`src/rtl/tlca_pkg.sv`:
```
package tlca_pkg;

   localparam int NODE_W  = 10;
   localparam int LVL_W   = 5;
   localparam int ENTRY_W = NODE_W + 1;

   // jump entry: {none, node}; "none" is always stored as all ones
   localparam logic [ENTRY_W-1:0] NONE_ENTRY = '1;

   localparam logic FUNC_LOAD  = 1'b0;
   localparam logic FUNC_QUERY = 1'b1;

   typedef enum logic [3:0] {
      OP_NOP         = 4'd0,
      OP_CAPTURE     = 4'd1,
      OP_LD_NONE_WR  = 4'd2,
      OP_LD_DEPTH_RD = 4'd3,
      OP_LD_LINK     = 4'd4,
      OP_HOP_RD_U    = 4'd5,
      OP_LD_HOP_WR   = 4'd6,
      OP_RD_DA       = 4'd7,
      OP_RD_DB       = 4'd8,
      OP_ORDER       = 4'd9,
      OP_HOP_WR_U    = 4'd10,
      OP_DSC_RD_V    = 4'd11,
      OP_DSC_UPD     = 4'd12,
      OP_SET_NONE    = 4'd13,
      OP_RESPOND     = 4'd14,
      OP_SHIFT       = 4'd15
   } op_type;

   typedef struct packed {
      op_type           op;
      logic [LVL_W-1:0] lvl;
   } cmd_type;

   typedef struct packed {
      logic query;
      logic first_ok;
      logic second_ok;
      logic root;
      logic diff_top;
      logic u_none;
      logic u_eq_v;
      logic rsp_free;
   } status_type;

   typedef struct packed {
      logic              func;
      logic [NODE_W-1:0] first_node;
      logic [NODE_W-1:0] second_node;
      logic              is_root;
   } req_type;

   typedef struct packed {
      logic [NODE_W-1:0] ancestor;
      logic              found;
   } rsp_type;

endpackage

```
`src/rtl/tlca_ctrl.sv`:
```
module tlca_ctrl
   import tlca_pkg::*;
#(
   parameter int LEVELS = 10
) (
   input  logic       clock,
   input  logic       reset,
   input  logic       req_valid,
   output logic       req_stall,
   output cmd_type    cmd,
   input  status_type status
);

   localparam int LW = (LEVELS > 1) ? $clog2(LEVELS) : 1;
   localparam logic [LW-1:0] LAST_LVL = LW'(LEVELS - 1);

   typedef enum logic [16:0] {
      ST_IDLE      = 17'h00001,
      ST_DECODE    = 17'h00002,
      ST_LD_ROOT   = 17'h00004,
      ST_LD_LINK   = 17'h00008,
      ST_LD_HOP_RD = 17'h00010,
      ST_LD_HOP_WR = 17'h00020,
      ST_Q_RD_B    = 17'h00040,
      ST_Q_ORDER   = 17'h00080,
      ST_LIFT_RD   = 17'h00100,
      ST_LIFT_WR   = 17'h00200,
      ST_CHECK     = 17'h00400,
      ST_DSC_RD_U  = 17'h00800,
      ST_DSC_RD_V  = 17'h01000,
      ST_DSC_UPD   = 17'h02000,
      ST_FIN_RD    = 17'h04000,
      ST_FIN_WR    = 17'h08000,
      ST_RESPOND   = 17'h10000
   } state_type;

   state_type     state_ff, state_in;
   logic [LW-1:0] lvl_ff, lvl_in;

   always_comb begin
      state_in  = state_ff;
      lvl_in    = lvl_ff;
      cmd.op    = OP_NOP;
      cmd.lvl   = LVL_W'(lvl_ff);
      req_stall = 1'b1;

      case (state_ff)
         ST_IDLE: begin
            req_stall = 1'b0;
            if (req_valid) begin
               cmd.op   = OP_CAPTURE;
               state_in = ST_DECODE;
            end
         end
         ST_DECODE: begin
            lvl_in = '0;
            if (!status.query) begin
               if (!status.first_ok) begin
                  state_in = ST_IDLE;
               end else if (status.root || !status.second_ok) begin
                  state_in = ST_LD_ROOT;
               end else begin
                  cmd.op   = OP_LD_DEPTH_RD;
                  state_in = ST_LD_LINK;
               end
            end else if (status.first_ok && status.second_ok) begin
               cmd.op   = OP_RD_DA;
               state_in = ST_Q_RD_B;
            end else begin
               cmd.op   = OP_SET_NONE;
               state_in = ST_RESPOND;
            end
         end
         ST_LD_ROOT: begin
            cmd.op = OP_LD_NONE_WR;
            if (lvl_ff == LAST_LVL) begin
               state_in = ST_IDLE;
            end else begin
               lvl_in = lvl_ff + 1'b1;
            end
         end
         ST_LD_LINK: begin
            cmd.op = OP_LD_LINK;
            if (lvl_ff == LAST_LVL) begin
               state_in = ST_IDLE;
            end else begin
               lvl_in   = lvl_ff + 1'b1;
               state_in = ST_LD_HOP_RD;
            end
         end
         ST_LD_HOP_RD: begin
            cmd.op   = OP_HOP_RD_U;
            cmd.lvl  = LVL_W'(lvl_ff - 1'b1);
            state_in = ST_LD_HOP_WR;
         end
         ST_LD_HOP_WR: begin
            cmd.op = OP_LD_HOP_WR;
            if (lvl_ff == LAST_LVL) begin
               state_in = ST_IDLE;
            end else begin
               lvl_in   = lvl_ff + 1'b1;
               state_in = ST_LD_HOP_RD;
            end
         end
         ST_Q_RD_B: begin
            cmd.op   = OP_RD_DB;
            state_in = ST_Q_ORDER;
         end
         ST_Q_ORDER: begin
            cmd.op   = OP_ORDER;
            lvl_in   = LAST_LVL;
            state_in = ST_LIFT_RD;
         end
         ST_LIFT_RD: begin
            if (status.diff_top && !status.u_none) begin
               cmd.op   = OP_HOP_RD_U;
               state_in = ST_LIFT_WR;
            end else begin
               cmd.op = OP_SHIFT;
               if (lvl_ff == '0) begin
                  state_in = ST_CHECK;
               end else begin
                  lvl_in = lvl_ff - 1'b1;
               end
            end
         end
         ST_LIFT_WR: begin
            cmd.op = OP_HOP_WR_U;
            if (lvl_ff == '0) begin
               state_in = ST_CHECK;
            end else begin
               lvl_in   = lvl_ff - 1'b1;
               state_in = ST_LIFT_RD;
            end
         end
         ST_CHECK: begin
            if (status.u_none || status.u_eq_v) begin
               state_in = ST_RESPOND;
            end else begin
               lvl_in   = LAST_LVL;
               state_in = ST_DSC_RD_U;
            end
         end
         ST_DSC_RD_U: begin
            cmd.op   = OP_HOP_RD_U;
            state_in = ST_DSC_RD_V;
         end
         ST_DSC_RD_V: begin
            cmd.op   = OP_DSC_RD_V;
            state_in = ST_DSC_UPD;
         end
         ST_DSC_UPD: begin
            cmd.op = OP_DSC_UPD;
            if (lvl_ff == '0) begin
               state_in = ST_FIN_RD;
            end else begin
               lvl_in   = lvl_ff - 1'b1;
               state_in = ST_DSC_RD_U;
            end
         end
         ST_FIN_RD: begin
            cmd.op   = OP_HOP_RD_U;
            state_in = ST_FIN_WR;
         end
         ST_FIN_WR: begin
            cmd.op   = OP_HOP_WR_U;
            state_in = ST_RESPOND;
         end
         ST_RESPOND: begin
            if (status.rsp_free) begin
               cmd.op   = OP_RESPOND;
               state_in = ST_IDLE;
            end
         end
         default: begin
            state_in = ST_IDLE;
         end
      endcase
   end

   always_ff @(posedge clock) begin
      if (reset) begin
         state_ff <= ST_IDLE;
         lvl_ff   <= '0;
      end else begin
         state_ff <= state_in;
         lvl_ff   <= lvl_in;
      end
   end

`ifndef NO_ASSERTIONS
   a_accept_to_decode: assert property (@(posedge clock) disable iff (reset)
      (req_valid && !req_stall) |=> (state_ff == ST_DECODE))
      else $error("accepted beat not followed by decode");

   a_idle_from_end: assert property (@(posedge clock) disable iff (reset)
      $fell(req_stall) |-> $past(state_ff == ST_RESPOND || state_ff == ST_LD_ROOT ||
                                 state_ff == ST_LD_HOP_WR || state_ff == ST_LD_LINK ||
                                 state_ff == ST_DECODE))
      else $error("returned to idle from a mid-item state");
`endif

endmodule

```
`config.mk`:
```
export PLATFORM = sky130hd
export DESIGN_NAME = tlca_ctrl
export DESIGN_NICKNAME = d
export VERILOG_FILES = /design/src/rtl/tlca_pkg.sv /design/src/rtl/tlca_ctrl.sv
export SDC_FILE = /design/constraint.sdc
export NUM_CORES = 1
export LEC_CHECK = 0
export BUFFER_PORTS_ARGS = -buffer_cell sky130_fd_sc_hd__clkbuf_2
export CAP_MARGIN = 10
export CORE_MARGIN = 2
export CORE_UTILIZATION = 61
export CTS_CLUSTER_DIAMETER = 30
export DETAILED_ROUTE_END_ITERATION = 12
export PLACE_DENSITY = 0.82
export REMOVE_ABC_BUFFERS = 1
export SYNTH_ARGS = -nofsm -noshare
export SYNTH_HDL_FRONTEND = slang
export SYNTH_SLANG_ARGS = --single-unit
```
`constraint.sdc`:
```
create_clock -name clock -period 4.8 [get_ports clock]
set_input_delay 0.72 -clock clock [delete_from_list [all_inputs] [get_ports clock]]
set_output_delay 0.72 -clock clock [all_outputs]
set_load 0.1 [all_outputs]
```
### After elaboration in Yosys (flattened, before gate mapping)

Index checks and enable logic that the tools add are counted.

| word-level totals | value |
|---|---|
| bits in registers | 21 |
| bits of input ports | 11 |
| output and inout bits | 10 |
| logic and storage cells | 74 |

| operators by class | value |
|---|---|
| $add $sub $neg | 3 |
| eq/ne operators | 25 |
| mux-type cells | 29 |
| reductions and logical operators | 15 |

Operators with widths:

| kind | count |
|---|---|
| $pmux 17 s16 | 1 |
| $mux 17 | 8 |
| $pmux 4 s13 | 1 |
| $mux 4 | 10 |
| $pmux 4 s6 | 1 |
| $eq 17x1->1 const B | 1 |
| $eq 17x10->1 const B | 1 |
| $eq 17x11->1 const B | 1 |
| $eq 17x12->1 const B | 1 |
| $eq 17x13->1 const B | 1 |
| $eq 17x14->1 const B | 1 |
| $eq 17x15->1 const B | 1 |
| $eq 17x16->1 const B | 1 |
| $eq 17x17->1 const B | 1 |
| $eq 17x2->1 const B | 1 |
| $eq 17x3->1 const B | 1 |
| $eq 17x4->1 const B | 1 |
| $eq 17x5->1 const B | 1 |
| $eq 17x6->1 const B | 1 |
| $eq 17x7->1 const B | 1 |
| $eq 17x8->1 const B | 1 |
| $eq 17x9->1 const B | 1 |
| $mux 15 | 1 |
| $ne 2x2->1 const B | 6 |
| other kinds (17) | 27 |

### Logic depth before layout (Yosys ltp)

| logic depth | value |
|---|---|
| word-level depth | 6 |
| mapped depth | 11 |
| gate-level depth less buffers | 11 |

### Worst setup path after synthesis

OpenSTA, ideal clock, no wires.

| path | value |
|---|---|
| path type | reg2out |
| start | register state_ff[12] |
| end | output port cmd[4] in the netlist's numbering |
| arrival | 4.276 ns |
| data required time | 4.080 ns |
| slack | -0.196 ns |
| stages on the path, launching flop included | 5 |
| path buffers | 0 |
| cells stage by stage | dfxtp_1 -> nor4_4 -> nand4_2 -> nor3b_2 -> nor4bb_1 |

RTL lines:

| what | line | RTL |
|---|---|---|
| from (decl) | tlca_ctrl.sv:37 | `state_type state_ff, state_in;` |
| from (signal assigned) | tlca_ctrl.sv:186 | `state_ff <= state_in;` |
| to (decl) | tlca_ctrl.sv:10 | `output cmd_type cmd,` |

==> run_results.csv <==
group,metric,value,unit
setup_path,cp_data_required_time,4.08,ns
floorplanning,die_height,57.4,um
cells_and_area,fin_area,1890,um2
sta,fmax,0.270,GHz
yosys,synth-seq-area-share,0.241,
placed_design,port-buffer-count,20,
placed_design,post_dp_cell_area,1870,um2
floorplanning,placeableCoreArea,2730,um2
setup_path,path_cells,"nor4_2, nand4_1, or4_1, and3_1, nand4b_1, clkbuf_2",
sta,unrepaired_setup_endpoints_after_global_routing,"false",
clock_network,cts_root_buf,"sky130_fd_sc_hd__clkbuf_4",
cells_and_area,layoutNonFillerInstCount,260,
floorplanning,initial_cell_density_of_the_core,0.637,
yosys,total_of_flip_flops_plus_latches_after_synthesis,21,
clock_network,cts.repair.resized,0,
yosys,avgSynthCellArea,8.45,um2
setup_path,critPathCaptureType,"primary output",
detailed_routing,routed-via-count,1836,
floorplanning,design.die.area,3300,um2
cells_and_area,final_layout_size_suffix_gt1_frac,0.236,
yosys,synth_top_cell_area_share,0.241,
sta,finalCritPeriodShare,0.771,
yosys,yosysUniqueCellTypes,61,
clock_network,tritoncts,"done",
setup_path,worst_r2r_endpoint,"lvl_ff[3]",
clock_network,clock_sinks,21,
yosys,post_synth_inst_count,206,
sta,pnr_worst_setup_slack,1.10,ns
detailed_routing,route.final.wire_length,4.74,mm
placed_design,place_worst_setup_slack,1.57,ns
cells_and_area,area_growth_syn_to_layout,8.76,%
setup_path,worst_r2r_startpoint,"state_ff[4]",
sta,tightestPinTransition,0.592,ns
yosys,netlist.top_cell.by_area,"sky130_fd_sc_hd__dfxtp_1",
floorplanning,pin_count,21,
global_routing,globalRouteTotalUtil,0.309,
clock_network,cts_hold_buf,0,
setup_path,reg2regPathDepth,11,
detailed_routing,via_per_inst,7.06,
global_routing,grt_first_pass_wirelength,7.94,mm
sta,timing.clock.skew,0.00696,ns
worst_hold_path,worst_hold_startpoint,"req_valid",
clock_network,clk_path_buf_depth,2,
run_status,status,"completed",
yosys,synth_enable_flop_cells,0,
detailed_routing,wire_per_inst,18.2,um
flow_run,max_cap_violations,0,
yosys,synth_area,1740,um2
placed_design,dp_cells,256,
global_routing,overflow,0,
clock_network,clk_pin_slew_worst_paths,0.13,ns
setup_path,cp_max_stage_cell,"sky130_fd_sc_hd__nor4_2",
cells_and_area,fin_nets,247,
global_routing,grt_max_degree,13,
yosys,async_set_or_reset_register_ratio_after_synthesis,0,
power_and_ir_drop,powerDensity,192,nW/um2
sta,final_max_slew_viol_count,0,
yosys,top_flip_flop_cell_by_instance_count_after_synthesis,"sky130_fd_sc_hd__dfxtp_1",
cells_and_area,insertedDiodeCount,0,
global_routing,number_of_global_route_vias_before_repair,1694,
setup_path,critical_path.startpoint_type,"flop",
sta,finalSetupViolCount,0,
worst_hold_path,hold_class,"in2reg",
setup_path,worstPathMaxFanout,7,
placed_design,global_placer_s_final_weighted_congestion,0.972,
sta,timing.slew.headroom,0.602,
detailed_routing,detailed_routing_iteration_count_for_the_pre_antenna_repair_pass,5,
detailed_routing,antenna_left,0,
power_and_ir_drop,finalPower,363,uW
setup_path,critical-path-max-stage-delay,0.60,ns
global_routing,antenna_found_initial,0,
sta,report.final.hold_viol_count,0,
floorplanning,floorplan.rows,19,
placed_design,place_hpwl,3.78,mm
detailed_routing,drcViolationCount,0,
worst_hold_path,hold_end,"state_ff[1]",
sta,final.min_clock_period,3.70,ns
setup_path,timing.reg2reg.setup_slack,1.85,ns
setup_path,critPathArrivalTime,2.98,ns
clock_network,postCtsSetupBuffers,0,
floorplanning,die_span_in_x,57.4,um
clock_network,insertion_delay,0.31,ns
detailed_routing,drt_iter0_drc,235,
yosys,ys.warnings.count,0,
worst_hold_path,holdPathStages,3,
power_and_ir_drop,ir_drop,0.192,mV
cells_and_area,n_fill_cell,234,
power_and_ir_drop,leakagePower,0.000757,uW
yosys,synth_area_leaders,"sky130_fd_sc_hd__dfxtp_1, sky130_fd_sc_hd__nor2_1, sky130_fd_sc_hd__nand2_1",
clock_network,clock_tree.htree_level_count,1,
setup_path,critPathKind,"reg2out",
clock_network,numCtsBuffers,3,
==> sequential cells by signal, indices dropped and copies added, names as in the netlist <==
signal	count
state_ff	17
lvl_ff	4
==> power breakdown <==
part	internal, uW	total [uW]	switching, uW
Clock	31.2	90.4	59.3
Combinational	23.6	89.4	65.8
Sequential	177	183	5.99
Total	232	363	131
==> through the flow <==
stage / util / hold slack, ns / setup TNS, ns
floorplan: - / 0.550 / -0.196
global route: 0.693 / 0.620 / 0
detailed placement: 0.683 / 0.616 / 0
CTS: 0.693 / 0.630 / 0
finish: 0.693 / 0.636 / 0
global placement: 0.683 / 0.597 / 0
==> worst max-delay path by stage <==
stage / from / endpoint / slack [ns] / depth (start not counted)
6_report: state_ff[4] / cmd[8] / 1.10 / 6
5_1_grt: state_ff[4] / cmd[8] / 1.02 / 6
4_1_cts: state_ff[4] / cmd[8] / 1.21 / 6
3_5_place_dp: state_ff[4] / cmd[8] / 1.57 / 6
3_3_place_gp: state_ff[1] / cmd[3] / 1.65 / 6
2_1_floorplan: state_ff[12] / cmd[4] / -0.20 / 4
==> synth_stat cells (2+ instances only) <==
| library cell | count |
|---|---|
| sky130_fd_sc_hd__o22a_1 | 2 |
| sky130_fd_sc_hd__o22ai_1 | 4 |
| sky130_fd_sc_hd__nand4_1 | 9 |
| sky130_fd_sc_hd__a211oi_1 | 3 |
| sky130_fd_sc_hd__a21oi_1 | 12 |
| sky130_fd_sc_hd__or4b_2 | 2 |
| sky130_fd_sc_hd__nand4b_1 | 3 |
| sky130_fd_sc_hd__nand3b_1 | 2 |
| sky130_fd_sc_hd__xnor2_1 | 5 |
| sky130_fd_sc_hd__xor2_1 | 4 |
| sky130_fd_sc_hd__dfxtp_1 | 21 |
| sky130_fd_sc_hd__or2_2 | 3 |
| sky130_fd_sc_hd__and3_1 | 3 |
| sky130_fd_sc_hd__nor4b_1 | 6 |
| sky130_fd_sc_hd__nor4_1 | 5 |
| sky130_fd_sc_hd__a211oi_2 | 2 |
| sky130_fd_sc_hd__ha_1 | 5 |
| sky130_fd_sc_hd__a41oi_1 | 2 |
| sky130_fd_sc_hd__nor3_1 | 11 |
| sky130_fd_sc_hd__o21ai_0 | 3 |
| sky130_fd_sc_hd__nor4_4 | 3 |
| sky130_fd_sc_hd__inv_1 | 7 |
| sky130_fd_sc_hd__nand3_1 | 5 |
| sky130_fd_sc_hd__and4_1 | 2 |
| sky130_fd_sc_hd__a22oi_1 | 2 |
| sky130_fd_sc_hd__nor2b_1 | 3 |
| sky130_fd_sc_hd__nand2_1 | 17 |
| sky130_fd_sc_hd__or4_4 | 2 |
| sky130_fd_sc_hd__nand4_2 | 2 |
| sky130_fd_sc_hd__or4_1 | 4 |
| sky130_fd_sc_hd__nor2_1 | 21 |
| sky130_fd_sc_hd__nor3_2 | 2 |
==> area by class of cell <==
type,count,area (um2),area share
clock buffer,3,22.5,0.0119
clock inverter,1,5.00,0.00264
inverter,7,26.3,0.0139
multi-input combinational,177,1280,0.676
sequential,21,420,0.222
tap,31,38.8,0.0205
timing repair buffer,20,100,0.0528
==> per-layer routing <==
layer / part of all wire / track usage / vias to the layer above
li1: - / - / 849
met1: 0.44 / 0.424 / 860
met2: 0.46 / 0.482 / 106
met3: 0.072 / 0.0363 / 21
met4: 0.029 / 0.150 / 0
met5: 0 / 0 / -
==> kinds of logic after synthesis <==
family,after synthesis,synth area share
compound gates,39,0.156
xor+xnor,9,0.0453
fa+ha+maj,6,0.0474
buf+inv,8,0.0230
flops,21,0.241
simple gates,123,0.487
==> cells in the final DEF, fill, tap and decap left out, types with 5 or more instances in the layout <==
master and n:
sky130_fd_sc_hd__a21oi_1 12, sky130_fd_sc_hd__clkbuf_2 20, sky130_fd_sc_hd__dfxtp_1 21, sky130_fd_sc_hd__ha_1 5
sky130_fd_sc_hd__inv_1 7, sky130_fd_sc_hd__nand2_1 17, sky130_fd_sc_hd__nand3_1 5, sky130_fd_sc_hd__nand4_1 9
sky130_fd_sc_hd__nor2_1 21, sky130_fd_sc_hd__nor3_1 11, sky130_fd_sc_hd__nor4_1 5, sky130_fd_sc_hd__nor4b_1 6
sky130_fd_sc_hd__xnor2_1 5
==> worst max-delay path: cells and delay by family (launching register included) <==
kind,cells,cell delay [ns]
simple gates,5,1.77
flops,1,0.42
buf+inv,1,0.46
No activity file was read; power rests on OpenSTA's default activity.
